`config.mk`:
```
export PLATFORM = sky130hd
export DESIGN_NAME = dpad_eight_way_direction_qualifier_core
export DESIGN_NICKNAME = d
export VERILOG_FILES = /design/src/hdl/dpq_pkg.sv /design/src/hdl/dpad_eight_way_direction_qualifier_core.sv /design/src/hdl/dpq_front.sv /design/src/hdl/dpq_queue.sv /design/src/hdl/dpq_back.sv
export SDC_FILE = /design/constraint.sdc
export NUM_CORES = 1
export LEC_CHECK = 0
export BUFFER_PORTS_ARGS = -buffer_cell sky130_fd_sc_hd__buf_2
export CAP_MARGIN = 20
export CORE_MARGIN = 1.5
export CORE_UTILIZATION = 60
export CTS_BUF_LIST = sky130_fd_sc_hd__clkbuf_8
export DETAILED_ROUTE_END_ITERATION = 10
export PLACE_DENSITY_LB_ADDON = 0.2
export SYNTH_ARGS = -nofsm -noshare
export SYNTH_HDL_FRONTEND = slang
export SYNTH_HIERARCHICAL = 1
export SYNTH_SLANG_ARGS = --single-unit
```
`constraint.sdc`:
```
create_clock -name clock -period 8.6 [get_ports clock]
set_input_delay 0.86 -clock clock [delete_from_list [all_inputs] [get_ports clock]]
set_output_delay 0.86 -clock clock [all_outputs]
set_load 0.005 [all_outputs]
```
`src/hdl/dpq_pkg.sv`:
```
// Shared types, constants and direction functions for the d-pad direction qualifier.
// No dependencies; every other file imports this package.
package dpq_pkg;

   localparam int DIR_W          = 4;
   localparam int TIME_W         = 32;
   localparam int DELAY_W        = 16;
   localparam int KEY_W          = 32;
   localparam int NUM_BUTTONS    = 4;
   localparam int CSR_INDEX_W    = 3;
   localparam int CSR_DATA_W     = 32;
   localparam int SLOTS          = 3;
   localparam int QUEUE_DEPTH    = 4;
   localparam logic [DELAY_W-1:0] SETTLE_RESET = 16'd50;

   localparam logic [CSR_INDEX_W-1:0] CSR_SETTLE = 3'd0;
   localparam logic [CSR_INDEX_W-1:0] CSR_CODE0  = 3'd1;
   localparam logic [CSR_INDEX_W-1:0] CSR_CODE1  = 3'd2;
   localparam logic [CSR_INDEX_W-1:0] CSR_CODE2  = 3'd3;
   localparam logic [CSR_INDEX_W-1:0] CSR_CODE3  = 3'd4;

   localparam int SLOT_REL = 0;
   localparam int SLOT_PRS = 1;
   localparam int SLOT_REP = 2;

   typedef enum logic [1:0] {
      CMD_TICK    = 2'd0,
      CMD_PRESS   = 2'd1,
      CMD_RELEASE = 2'd2,
      CMD_REPEAT  = 2'd3
   } cmd_type;

   typedef enum logic [1:0] {
      EV_RELEASE = 2'd0,
      EV_PRESS   = 2'd1,
      EV_REPEAT  = 2'd2
   } evt_kind_type;

   typedef struct packed {
      cmd_type                command;
      logic [DELAY_W-1:0]     elapsed_ms;
      logic                   repeat_strobe;
      logic [KEY_W-1:0]       key_code;
      logic [NUM_BUTTONS-1:0] button_bits;
      logic [TIME_W-1:0]      event_time;
   } req_type;

   typedef struct packed {
      evt_kind_type      event_kind;
      logic [DIR_W-1:0]  direction_code;
      logic [TIME_W-1:0] time_ms;
      logic              last_of_run;
   } rsp_type;

   typedef struct packed {
      logic [SLOTS-1:0]  mask;
      logic [DIR_W-1:0]  rel_dir;
      logic [DIR_W-1:0]  prs_dir;
      logic [DIR_W-1:0]  rep_dir;
      logic [TIME_W-1:0] time_ms;
   } desc_type;

   function automatic logic [DIR_W-1:0] qualify(logic [1:0] i, logic [NUM_BUTTONS-1:0] bits);
      logic [DIR_W-1:0] d;
      d = {1'b0, i, 1'b1};
      if (bits[2'(i - 2'd1)]) d = d - 4'd1;
      if (bits[2'(i + 2'd1)]) d = d + 4'd1;
      return d;
   endfunction

   function automatic logic [DIR_W-1:0] pressed_dir(logic [NUM_BUTTONS-1:0] bits);
      logic [DIR_W-1:0] d;
      d = '0;
      for (int k = 0; k < NUM_BUTTONS; k++) begin
         if (bits[k]) d = qualify(2'(k), bits);
      end
      return d;
   endfunction

   function automatic logic [DIR_W-1:0] key_dir(logic [NUM_BUTTONS-1:0] match,
                                                logic [NUM_BUTTONS-1:0] bits);
      logic [DIR_W-1:0] d;
      d = '0;
      for (int k = 0; k < NUM_BUTTONS; k++) begin
         if (match[k]) d = qualify(2'(k), bits);
      end
      return d;
   endfunction

endpackage

```
`src/hdl/dpad_eight_way_direction_qualifier_core.sv`:
```
// D-pad eight-way direction qualifier, top level. Folds four direction buttons into a
// direction code 0..8, debounces changes seen on ticks against a settle deadline and
// reports release, press and repeat events. An input word is taken by the front end
// whenever the descriptor queue (QDEPTH entries) has room; words that yield no events are
// not queued. The back end writes each queued item's one to three result words to the
// output register at one per cycle while it is empty or being popped. With both queue
// and output register empty, an accepted word is written into the queue and its first
// result then into the output register. The configuration port is always ready.
// Depends on dpq_pkg, dpq_front, dpq_queue and dpq_back.
module dpad_eight_way_direction_qualifier_core import dpq_pkg::*; #(
   parameter int QDEPTH = QUEUE_DEPTH
) (
   input  logic                   clock,
   input  logic                   reset,
   input  logic                   req_push,
   input  req_type                req_data,
   output logic                   req_full,
   output logic                   rsp_empty,
   input  logic                   rsp_pop,
   output rsp_type                rsp_data,
   input  logic                   csr_valid,
   output logic                   csr_ready,
   input  logic [CSR_INDEX_W-1:0] csr_index,
   input  logic [CSR_DATA_W-1:0]  csr_wdata
);

   logic     accept;
   logic     desc_push;
   desc_type desc;
   desc_type head;
   logic     q_full, q_empty, head_pop;

   assign csr_ready = 1'b1;
   assign req_full  = q_full;
   assign accept    = req_push && !q_full;

   dpq_front u_front (
      .clock     (clock),
      .reset     (reset),
      .accept    (accept),
      .req_data  (req_data),
      .csr_write (csr_valid && csr_ready),
      .csr_index (csr_index),
      .csr_wdata (csr_wdata),
      .desc_push (desc_push),
      .desc      (desc)
   );

   dpq_queue #(.DEPTH(QDEPTH)) u_queue (
      .clock     (clock),
      .reset     (reset),
      .push      (desc_push),
      .push_data (desc),
      .pop       (head_pop),
      .head      (head),
      .full      (q_full),
      .empty     (q_empty)
   );

   dpq_back u_back (
      .clock      (clock),
      .reset      (reset),
      .head       (head),
      .head_valid (!q_empty),
      .head_pop   (head_pop),
      .rsp_pop    (rsp_pop),
      .rsp_empty  (rsp_empty),
      .rsp_data   (rsp_data)
   );

endmodule

```
`src/hdl/dpq_front.sv`:
```
// Front end: configuration registers, direction state and settle timer.
// Classifies each accepted word into a descriptor of up to three events. Uses dpq_pkg.
module dpq_front import dpq_pkg::*; (
   input  logic                   clock,
   input  logic                   reset,
   input  logic                   accept,
   input  req_type                req_data,
   input  logic                   csr_write,
   input  logic [CSR_INDEX_W-1:0] csr_index,
   input  logic [CSR_DATA_W-1:0]  csr_wdata,
   output logic                   desc_push,
   output desc_type               desc
);

   logic [DELAY_W-1:0] settle_ff;
   logic [KEY_W-1:0]   code_ff [NUM_BUTTONS];
   logic [DIR_W-1:0]   cur_dir_ff, cur_dir_in;
   logic [TIME_W-1:0]  run_time_ff, run_time_in;
   logic               pending_ff, pending_in;
   logic [TIME_W-1:0]  deadline_ff, deadline_in;

   logic [NUM_BUTTONS-1:0] match;
   logic [DIR_W-1:0]       btn_dir;
   logic [DIR_W-1:0]       kdir;
   logic [TIME_W-1:0]      rt_sum;

   always_ff @(posedge clock) begin
      if (reset) begin
         settle_ff <= SETTLE_RESET;
         for (int k = 0; k < NUM_BUTTONS; k++) code_ff[k] <= '0;
      end else if (csr_write) begin
         case (csr_index)
            CSR_SETTLE: settle_ff  <= csr_wdata[DELAY_W-1:0];
            CSR_CODE0:  code_ff[0] <= csr_wdata;
            CSR_CODE1:  code_ff[1] <= csr_wdata;
            CSR_CODE2:  code_ff[2] <= csr_wdata;
            CSR_CODE3:  code_ff[3] <= csr_wdata;
            default: ;
         endcase
      end
   end

   always_comb begin
      for (int k = 0; k < NUM_BUTTONS; k++) match[k] = (req_data.key_code == code_ff[k]);
   end

   assign btn_dir = pressed_dir(req_data.button_bits);
   assign kdir    = key_dir(match, req_data.button_bits);
   assign rt_sum  = run_time_ff + TIME_W'(req_data.elapsed_ms);

   always_comb begin
      cur_dir_in   = cur_dir_ff;
      run_time_in  = run_time_ff;
      pending_in   = pending_ff;
      deadline_in  = deadline_ff;
      desc         = '0;
      desc.rel_dir = cur_dir_ff;
      desc.time_ms = req_data.event_time;
      unique case (req_data.command)
         CMD_TICK: begin
            run_time_in  = rt_sum;
            desc.time_ms = rt_sum;
            if (pending_ff) begin
               if (deadline_ff <= rt_sum) begin
                  pending_in              = 1'b0;
                  cur_dir_in              = btn_dir;
                  desc.prs_dir            = btn_dir;
                  desc.mask[SLOT_REL]     = (cur_dir_ff != '0);
                  desc.mask[SLOT_PRS]     = (btn_dir != '0);
               end
            end else if (cur_dir_ff != btn_dir) begin
               pending_in  = 1'b1;
               deadline_in = rt_sum + TIME_W'(settle_ff);
            end
            desc.rep_dir        = cur_dir_in;
            desc.mask[SLOT_REP] = req_data.repeat_strobe && (cur_dir_in != '0);
         end
         CMD_PRESS: begin
            desc.prs_dir = kdir;
            if (kdir != '0 && kdir != cur_dir_ff) begin
               desc.mask[SLOT_REL] = 1'b1;
               desc.mask[SLOT_PRS] = 1'b1;
               cur_dir_in          = kdir;
            end
         end
         CMD_RELEASE: begin
            desc.prs_dir = btn_dir;
            if (btn_dir != cur_dir_ff) begin
               desc.mask[SLOT_REL] = (cur_dir_ff != '0);
               desc.mask[SLOT_PRS] = (btn_dir != '0);
               cur_dir_in          = btn_dir;
            end
         end
         CMD_REPEAT: begin
            desc.rep_dir        = cur_dir_ff;
            desc.mask[SLOT_REP] = (kdir == cur_dir_ff);
         end
         default: ;
      endcase
   end

   assign desc_push = accept && (desc.mask != '0);

   always_ff @(posedge clock) begin
      if (reset) begin
         cur_dir_ff  <= '0;
         run_time_ff <= '0;
         pending_ff  <= 1'b0;
         deadline_ff <= '0;
      end else if (accept) begin
         cur_dir_ff  <= cur_dir_in;
         run_time_ff <= run_time_in;
         pending_ff  <= pending_in;
         deadline_ff <= deadline_in;
      end
   end

endmodule

```
`src/hdl/dpq_queue.sv`:
```
// Descriptor queue between front and back ends.
// Register-array FIFO of desc_type entries. Uses dpq_pkg.
module dpq_queue import dpq_pkg::*; #(
   parameter int DEPTH = QUEUE_DEPTH
) (
   input  logic     clock,
   input  logic     reset,
   input  logic     push,
   input  desc_type push_data,
   input  logic     pop,
   output desc_type head,
   output logic     full,
   output logic     empty
);

   localparam int PW = $clog2(DEPTH);
   localparam int CW = $clog2(DEPTH + 1);

   desc_type        mem_ff [DEPTH];
   logic [PW-1:0]   wr_ptr_ff, wr_ptr_in;
   logic [PW-1:0]   rd_ptr_ff, rd_ptr_in;
   logic [CW-1:0]   count_ff, count_in;
   logic            do_push, do_pop;

   assign full    = (count_ff == CW'(DEPTH));
   assign empty   = (count_ff == '0);
   assign do_push = push && !full;
   assign do_pop  = pop && !empty;
   assign head    = mem_ff[rd_ptr_ff];

   always_comb begin
      wr_ptr_in = wr_ptr_ff;
      rd_ptr_in = rd_ptr_ff;
      count_in  = count_ff;
      if (do_push) begin
         wr_ptr_in = (wr_ptr_ff == PW'(DEPTH - 1)) ? '0 : wr_ptr_ff + 1'b1;
      end
      if (do_pop) begin
         rd_ptr_in = (rd_ptr_ff == PW'(DEPTH - 1)) ? '0 : rd_ptr_ff + 1'b1;
      end
      if (do_push && !do_pop) count_in = count_ff + 1'b1;
      else if (do_pop && !do_push) count_in = count_ff - 1'b1;
   end

   always_ff @(posedge clock) begin
      if (reset) begin
         wr_ptr_ff <= '0;
         rd_ptr_ff <= '0;
         count_ff  <= '0;
      end else begin
         wr_ptr_ff <= wr_ptr_in;
         rd_ptr_ff <= rd_ptr_in;
         count_ff  <= count_in;
      end
   end

   always_ff @(posedge clock) begin
      if (do_push) mem_ff[wr_ptr_ff] <= push_data;
   end

endmodule

```
`src/hdl/dpq_back.sv`:
```
// Back end: expands the head descriptor into result words in the output register,
// one per cycle while that register is empty or being popped. Uses dpq_pkg.
module dpq_back import dpq_pkg::*; (
   input  logic     clock,
   input  logic     reset,
   input  desc_type head,
   input  logic     head_valid,
   output logic     head_pop,
   input  logic     rsp_pop,
   output logic     rsp_empty,
   output rsp_type  rsp_data
);

   logic             rsp_valid_ff, rsp_valid_in;
   rsp_type          rsp_data_ff, rsp_data_in;
   logic [SLOTS-1:0] done_ff, done_in;
   logic [SLOTS-1:0] remaining, sel, rest;
   logic             emit, last;

   assign remaining = head.mask & ~done_ff;
   assign emit      = head_valid && (!rsp_valid_ff || rsp_pop);

   always_comb begin
      sel = '0;
      if (remaining[SLOT_REL])      sel[SLOT_REL] = 1'b1;
      else if (remaining[SLOT_PRS]) sel[SLOT_PRS] = 1'b1;
      else                          sel[SLOT_REP] = 1'b1;
   end

   assign rest     = remaining & ~sel;
   assign last     = (rest == '0);
   assign head_pop = emit && last;

   always_comb begin
      rsp_valid_in = rsp_valid_ff && !rsp_pop;
      rsp_data_in  = rsp_data_ff;
      done_in      = done_ff;
      if (emit) begin
         rsp_valid_in         = 1'b1;
         rsp_data_in.time_ms  = head.time_ms;
         rsp_data_in.last_of_run = last;
         if (sel[SLOT_REL]) begin
            rsp_data_in.event_kind     = EV_RELEASE;
            rsp_data_in.direction_code = head.rel_dir;
         end else if (sel[SLOT_PRS]) begin
            rsp_data_in.event_kind     = EV_PRESS;
            rsp_data_in.direction_code = head.prs_dir;
         end else begin
            rsp_data_in.event_kind     = EV_REPEAT;
            rsp_data_in.direction_code = head.rep_dir;
         end
         done_in = last ? '0 : (done_ff | sel);
      end
   end

   always_ff @(posedge clock) begin
      if (reset) begin
         rsp_valid_ff <= 1'b0;
         done_ff      <= '0;
      end else begin
         rsp_valid_ff <= rsp_valid_in;
         done_ff      <= done_in;
      end
   end

   always_ff @(posedge clock) begin
      rsp_data_ff <= rsp_data_in;
   end

   assign rsp_empty = !rsp_valid_ff;
   assign rsp_data  = rsp_data_ff;

   a_head_not_blank: assert property (@(posedge clock) disable iff (reset)
      head_valid |-> (head.mask != '0))
      else $error("queued descriptor carries no events");

   a_done_within_mask: assert property (@(posedge clock) disable iff (reset)
      head_valid |-> ((done_ff & ~head.mask) == '0))
      else $error("done slots outside descriptor mask");

   a_done_needs_head: assert property (@(posedge clock) disable iff (reset)
      !head_valid |-> (done_ff == '0))
      else $error("done slots held with no descriptor");

   a_pop_clears_done: assert property (@(posedge clock) disable iff (reset)
      head_pop |=> (done_ff == '0) && rsp_data.last_of_run)
      else $error("descriptor retired without closing its run");

endmodule
```
==> results.md <==
- Overflow after GRT: 0
- Routed wire length per instance: 21.2 um
- Transition time at the pin with the least slew margin: between 1000 and 1500 ps
- Part of the total power dissipated in the clock network: 0.326
- Library cell used as clock root buffer: sky130_fd_sc_hd__clkbuf_8
- Initial antenna violation count: 8
- Area of the core: around 36000 um^2
- Critical path launch point type: input port
- Max transition margin: 0.313
- Switching power share of the total: 0.281
- Post-synthesis net count: a little under 2k
- Final nets: between 2k and 2.5k
- Post-synth ARST share: 0
- Core occupancy in the finished layout: 0.684
- Highest achievable clock rate: 136 MHz
- CTS tree: done
- Sum of negative setup slack: 0 ps
- Maximum root-to-sink buffer count: 3
- Count of hold buffers inserted by post-cts repair: 0
- Floorplan die width: ~190 um
- Instance count after placement with tap cells included: about 2.4k
- Insertion delay to the later sink of the worst-skew pair: 650 ps
- Final routed wirelength across all metal layers: about 53000 um
- Number of optimization iterations in the first detailed-route pass: 8
- Residual DRC count: 0
- Switching power summed over all nets: 0.00158 W
- Fraction of layout instances using a drive strength above 1: 0.201
- Top flip-flop cell by instance count after synthesis: sky130_fd_sc_hd__edfxtp_1
- Area growth from synthesis to layout: 12.8%
- Global-route wire length before repair: just over 80000 um
- Clock buffer count from CTS: 75
- Via count: approximately 15k
- Sequential share of power: 0.491
- Total count of hold-check failures in the final report: 0
- Slowest stage cell, crit path: sky130_fd_sc_hd__a211oi_4
- Min cycle time layout: between 7000 and 8000 ps
- Crit Path Category: in2reg
- Final setup skew: ~37 ps
- Maximum number of pins on one net before global-route repair: 74
- Register clock-pin slew on the reported worst setup and hold paths: 60 ps
- Vertical extent of the die: 195 um
- Number of max-cap violations: 0
- Count of flip-flops with a built-in enable after synthesis: between 300 and 400
- Placed instance area: roughly 23000 um^2
- Largest fanout on the critical path: 13
- Outcome: completed
- IR drop worst, VDD: roughly 0.00013 V
- Final number of max-transition violations: 0
- Combined global-route utilization of all metal layers: 0.283
- Count of placed standard cells in the final layout, fillers left out: between 2k and 2.5k
- Internal reg-to-reg setup slack: around 1300 ps
- #FFs+latches synth: ~450
- Leakage power summed over all cells: just over 9 nW
- Die footprint: ~38000 um^2
- Number of core rows: 70
- Share of the cycle needed by the critical path after routing: 0.855
- Power Density: approximately 230 nW/um^2
- Nature of the critical path endpoint: flip-flop
- Class of the tightest hold or removal check: reg2reg
- Portion of the post-synthesis area used by sequential elements: 0.571
- CP Data Required Time: about 9000 ps
- H-Tree Depth: 3
- Count of instances resized after the clock tree is built: 0
- Count of yosys warnings during synthesis: 6
- Arrival time of data at the critical path endpoint: slightly below 8000 ps
- Total internal power: between 0.004 and 0.005 W
- Number of distinct standard cells referenced by the synthesized netlist: 97
- Initial cell density of the core: 0.606
- # IOs: about 170
- Combinational cell fraction of total power: 0.184
- Post-CTS setup buffer count: 0
- Routed vias/inst: a little under 6
- Detailed Route Iter0 Violations: 1245
- Final estimated routing congestion in global placement: 0.906
- Number of cells produced by synthesis: roughly 1.8k
- Endpoints failing setup: 0
- Cell Area, Synth: 22100 um^2
- Vias in the first global route: between 10k and 15k
- Post-Syn Area per Cell: 12.5 um^2
- Buffers added on ports: approximately 170
- Number of nets still failing antenna checks after routing: 0
- Final design instance area without fill: roughly 25000 um^2
- Unrepaired setup endpoints after global routing: false
- Hpwl dp: about 37000 um
- Largest incremental delay on the critical path: 660 ps
- Clock sinks: 453
- Layout fillers: between 2k and 3k
==> sequential cells by signal, indices dropped and copies added (netlist names), named ones only <==
| signal | flops |
|---|---|
| u_queue/rd_ptr_ff | 2 |
| u_queue/wr_ptr_ff | 2 |
| u_front/run_time_ff | 32 |
| u_back/rsp_valid_ff | 1 |
| u_front/deadline_ff | 32 |
| u_front/pending_ff | 1 |
| u_back/rsp_data | 39 |
| u_queue/count_ff | 3 |
| u_back/done_ff | 3 |
| u_queue/mem_ff | 188 |
| u_front/code_ff | 128 |
| u_front/settle_ff | 16 |
| u_front/cur_dir_ff | 4 |
==> area by class of cell <==
cell class,count,area (um^2),share of cell area
Antenna cell,2,5.00,0.000201
Clock buffer,78,1070,0.0431
Clock inverter,56,363,0.0146
Inverter,59,226,0.00909
Multi-Input combinational cell,1186,8990,0.361
Sequential cell,453,12600,0.507
Tap cell,468,586,0.0235
Timing Repair Buffer,195,1050,0.0421
==> through the flow <==
step | total power [W] | setup WS [ps] | hold WS [ps]
after CTS | 0.00568 | 1380 | 458
final | 0.00564 | 1250 | 455
after detailed placement | 0.00385 | 706 | 449
after global placement | 0.00381 | 962 | 446
after global routing | 0.00589 | 765 | 477
after floorplan | 0.00347 | 1690 | 436
==> critical path: cells and delay by family <==
| kind | cells | cell delay [ps] |
|---|---|---|
| AOI/OAI and AO/OA | 9 | 2650 |
| and+or+nand+nor | 9 | 2040 |
| adders and majority gates | 5 | 1200 |
| xor gates and xnor gates | 2 | 770 |
| buffers and inverters | 4 | 400 |
==> layout by cell type, fill, tap and decap left out, types with 6 or more instances in the layout <==
cell and count:
sky130_fd_sc_hd__buf_2 166, sky130_fd_sc_hd__nand2b_1 9, sky130_fd_sc_hd__or3_1 12, sky130_fd_sc_hd__a21oi_1 119
sky130_fd_sc_hd__a21o_1 16, sky130_fd_sc_hd__xnor2_1 100, sky130_fd_sc_hd__nor3_1 19, sky130_fd_sc_hd__clkbuf_8 78
sky130_fd_sc_hd__and2_1 133, sky130_fd_sc_hd__buf_4 29, sky130_fd_sc_hd__nor2_1 86, sky130_fd_sc_hd__nand3_1 38
sky130_fd_sc_hd__o21ai_0 30, sky130_fd_sc_hd__clkinv_1 23, sky130_fd_sc_hd__mux2_2 20, sky130_fd_sc_hd__o21a_1 9
sky130_fd_sc_hd__mux2i_1 9, sky130_fd_sc_hd__dfxtp_1 96, sky130_fd_sc_hd__edfxtp_1 355, sky130_fd_sc_hd__xor2_1 85
sky130_fd_sc_hd__nand2_1 142, sky130_fd_sc_hd__ha_1 79, sky130_fd_sc_hd__inv_1 78, sky130_fd_sc_hd__a211oi_1 12
sky130_fd_sc_hd__mux4_2 47, sky130_fd_sc_hd__nand4_1 34, sky130_fd_sc_hd__a31oi_1 6, sky130_fd_sc_hd__and3_1 10
sky130_fd_sc_hd__nor4_1 22, sky130_fd_sc_hd__nor2b_1 13, sky130_fd_sc_hd__o211ai_1 14
==> synth_stat cells, types with 4 or more instances <==
cell type	number	area [um^2]
sky130_fd_sc_hd__nand2b_1	9	56.3
sky130_fd_sc_hd__o31ai_1	8	60.1
sky130_fd_sc_hd__a211o_1	5	43.8
sky130_fd_sc_hd__and3_1	13	81.3
sky130_fd_sc_hd__o21ai_1	5	25.0
sky130_fd_sc_hd__dfxtp_1	98	1960
sky130_fd_sc_hd__buf_6	7	78.8
sky130_fd_sc_hd__nand4_1	34	213
sky130_fd_sc_hd__a31oi_1	6	37.5
sky130_fd_sc_hd__a211oi_1	12	90.1
sky130_fd_sc_hd__o21a_1	9	67.6
sky130_fd_sc_hd__or4_1	4	30.0
sky130_fd_sc_hd__xor2_1	85	744
sky130_fd_sc_hd__mux2i_1	9	90.1
sky130_fd_sc_hd__o21ai_0	30	150
sky130_fd_sc_hd__ha_1	80	1000
sky130_fd_sc_hd__nor2b_1	13	81.3
sky130_fd_sc_hd__a21o_1	16	120
sky130_fd_sc_hd__a21oi_1	119	596
sky130_fd_sc_hd__nor2_1	87	327
sky130_fd_sc_hd__or3_1	12	75.1
sky130_fd_sc_hd__xnor2_1	100	876
sky130_fd_sc_hd__mux4_2	47	1060
sky130_fd_sc_hd__nand2_1	143	537
sky130_fd_sc_hd__o211ai_1	14	105
sky130_fd_sc_hd__mux2_2	20	225
sky130_fd_sc_hd__and2_1	134	838
sky130_fd_sc_hd__buf_2	8	40.0
sky130_fd_sc_hd__inv_1	58	218
sky130_fd_sc_hd__nand3_1	38	190
sky130_fd_sc_hd__edfxtp_1	355	10700
sky130_fd_sc_hd__nor4_1	25	156
sky130_fd_sc_hd__a22oi_1	5	37.5
sky130_fd_sc_hd__nor3_1	20	100
sky130_fd_sc_hd__clkbuf_1	52	195
==> routing by layer <==
layer  vias up  wire length [um]  share of wire  global-route usage
li1       6919                 -              -                   -
met2       515             24900           0.47               0.445
met4         6              1310          0.025              0.0942
met5         -                31        0.00059                   0
met1      7207             22900           0.43               0.391
met3        98              3710          0.070              0.0633
==> final timing paths <==
check / from / endpoint / cells after the start
max: req_data[69] / u_queue/count_ff[2]$_SDFFE_PP0P_ / 29
min: u_front/deadline_ff[10]$_SDFFE_PP0P_ / u_front/deadline_ff[10]$_SDFFE_PP0P_ / 2
max reg2reg: u_front/run_time_ff[0]$_SDFFE_PP0P_ / u_queue/count_ff[2]$_SDFFE_PP0P_ / 28
min reg2reg: u_front/deadline_ff[10]$_SDFFE_PP0P_ / u_front/deadline_ff[10]$_SDFFE_PP0P_ / 2
==> power groups by stage <==
stage / clock network [W] / logic, W / registers (W)
after floorplan: 0 / 0.000691 / 0.00278
after global placement: 0 / 0.00101 / 0.00281
after detailed placement: 0 / 0.00103 / 0.00282
after CTS: 0.00187 / 0.00104 / 0.00277
after global routing: 0.00197 / 0.00113 / 0.00279
final: 0.00183 / 0.00103 / 0.00277
==> cells by family after synthesis <==
logic type,after synthesis,synth area share
xor gates and xnor gates,187,0.0748
AOI/OAI and AO/OA,272,0.0809
other,1,0.000170
buffers and inverters,131,0.0257
and+or+nand+nor,565,0.136
adders and majority gates,84,0.0485
DFF,453,0.571
muxes,77,0.0627
(Power assumes the default switching activity.)
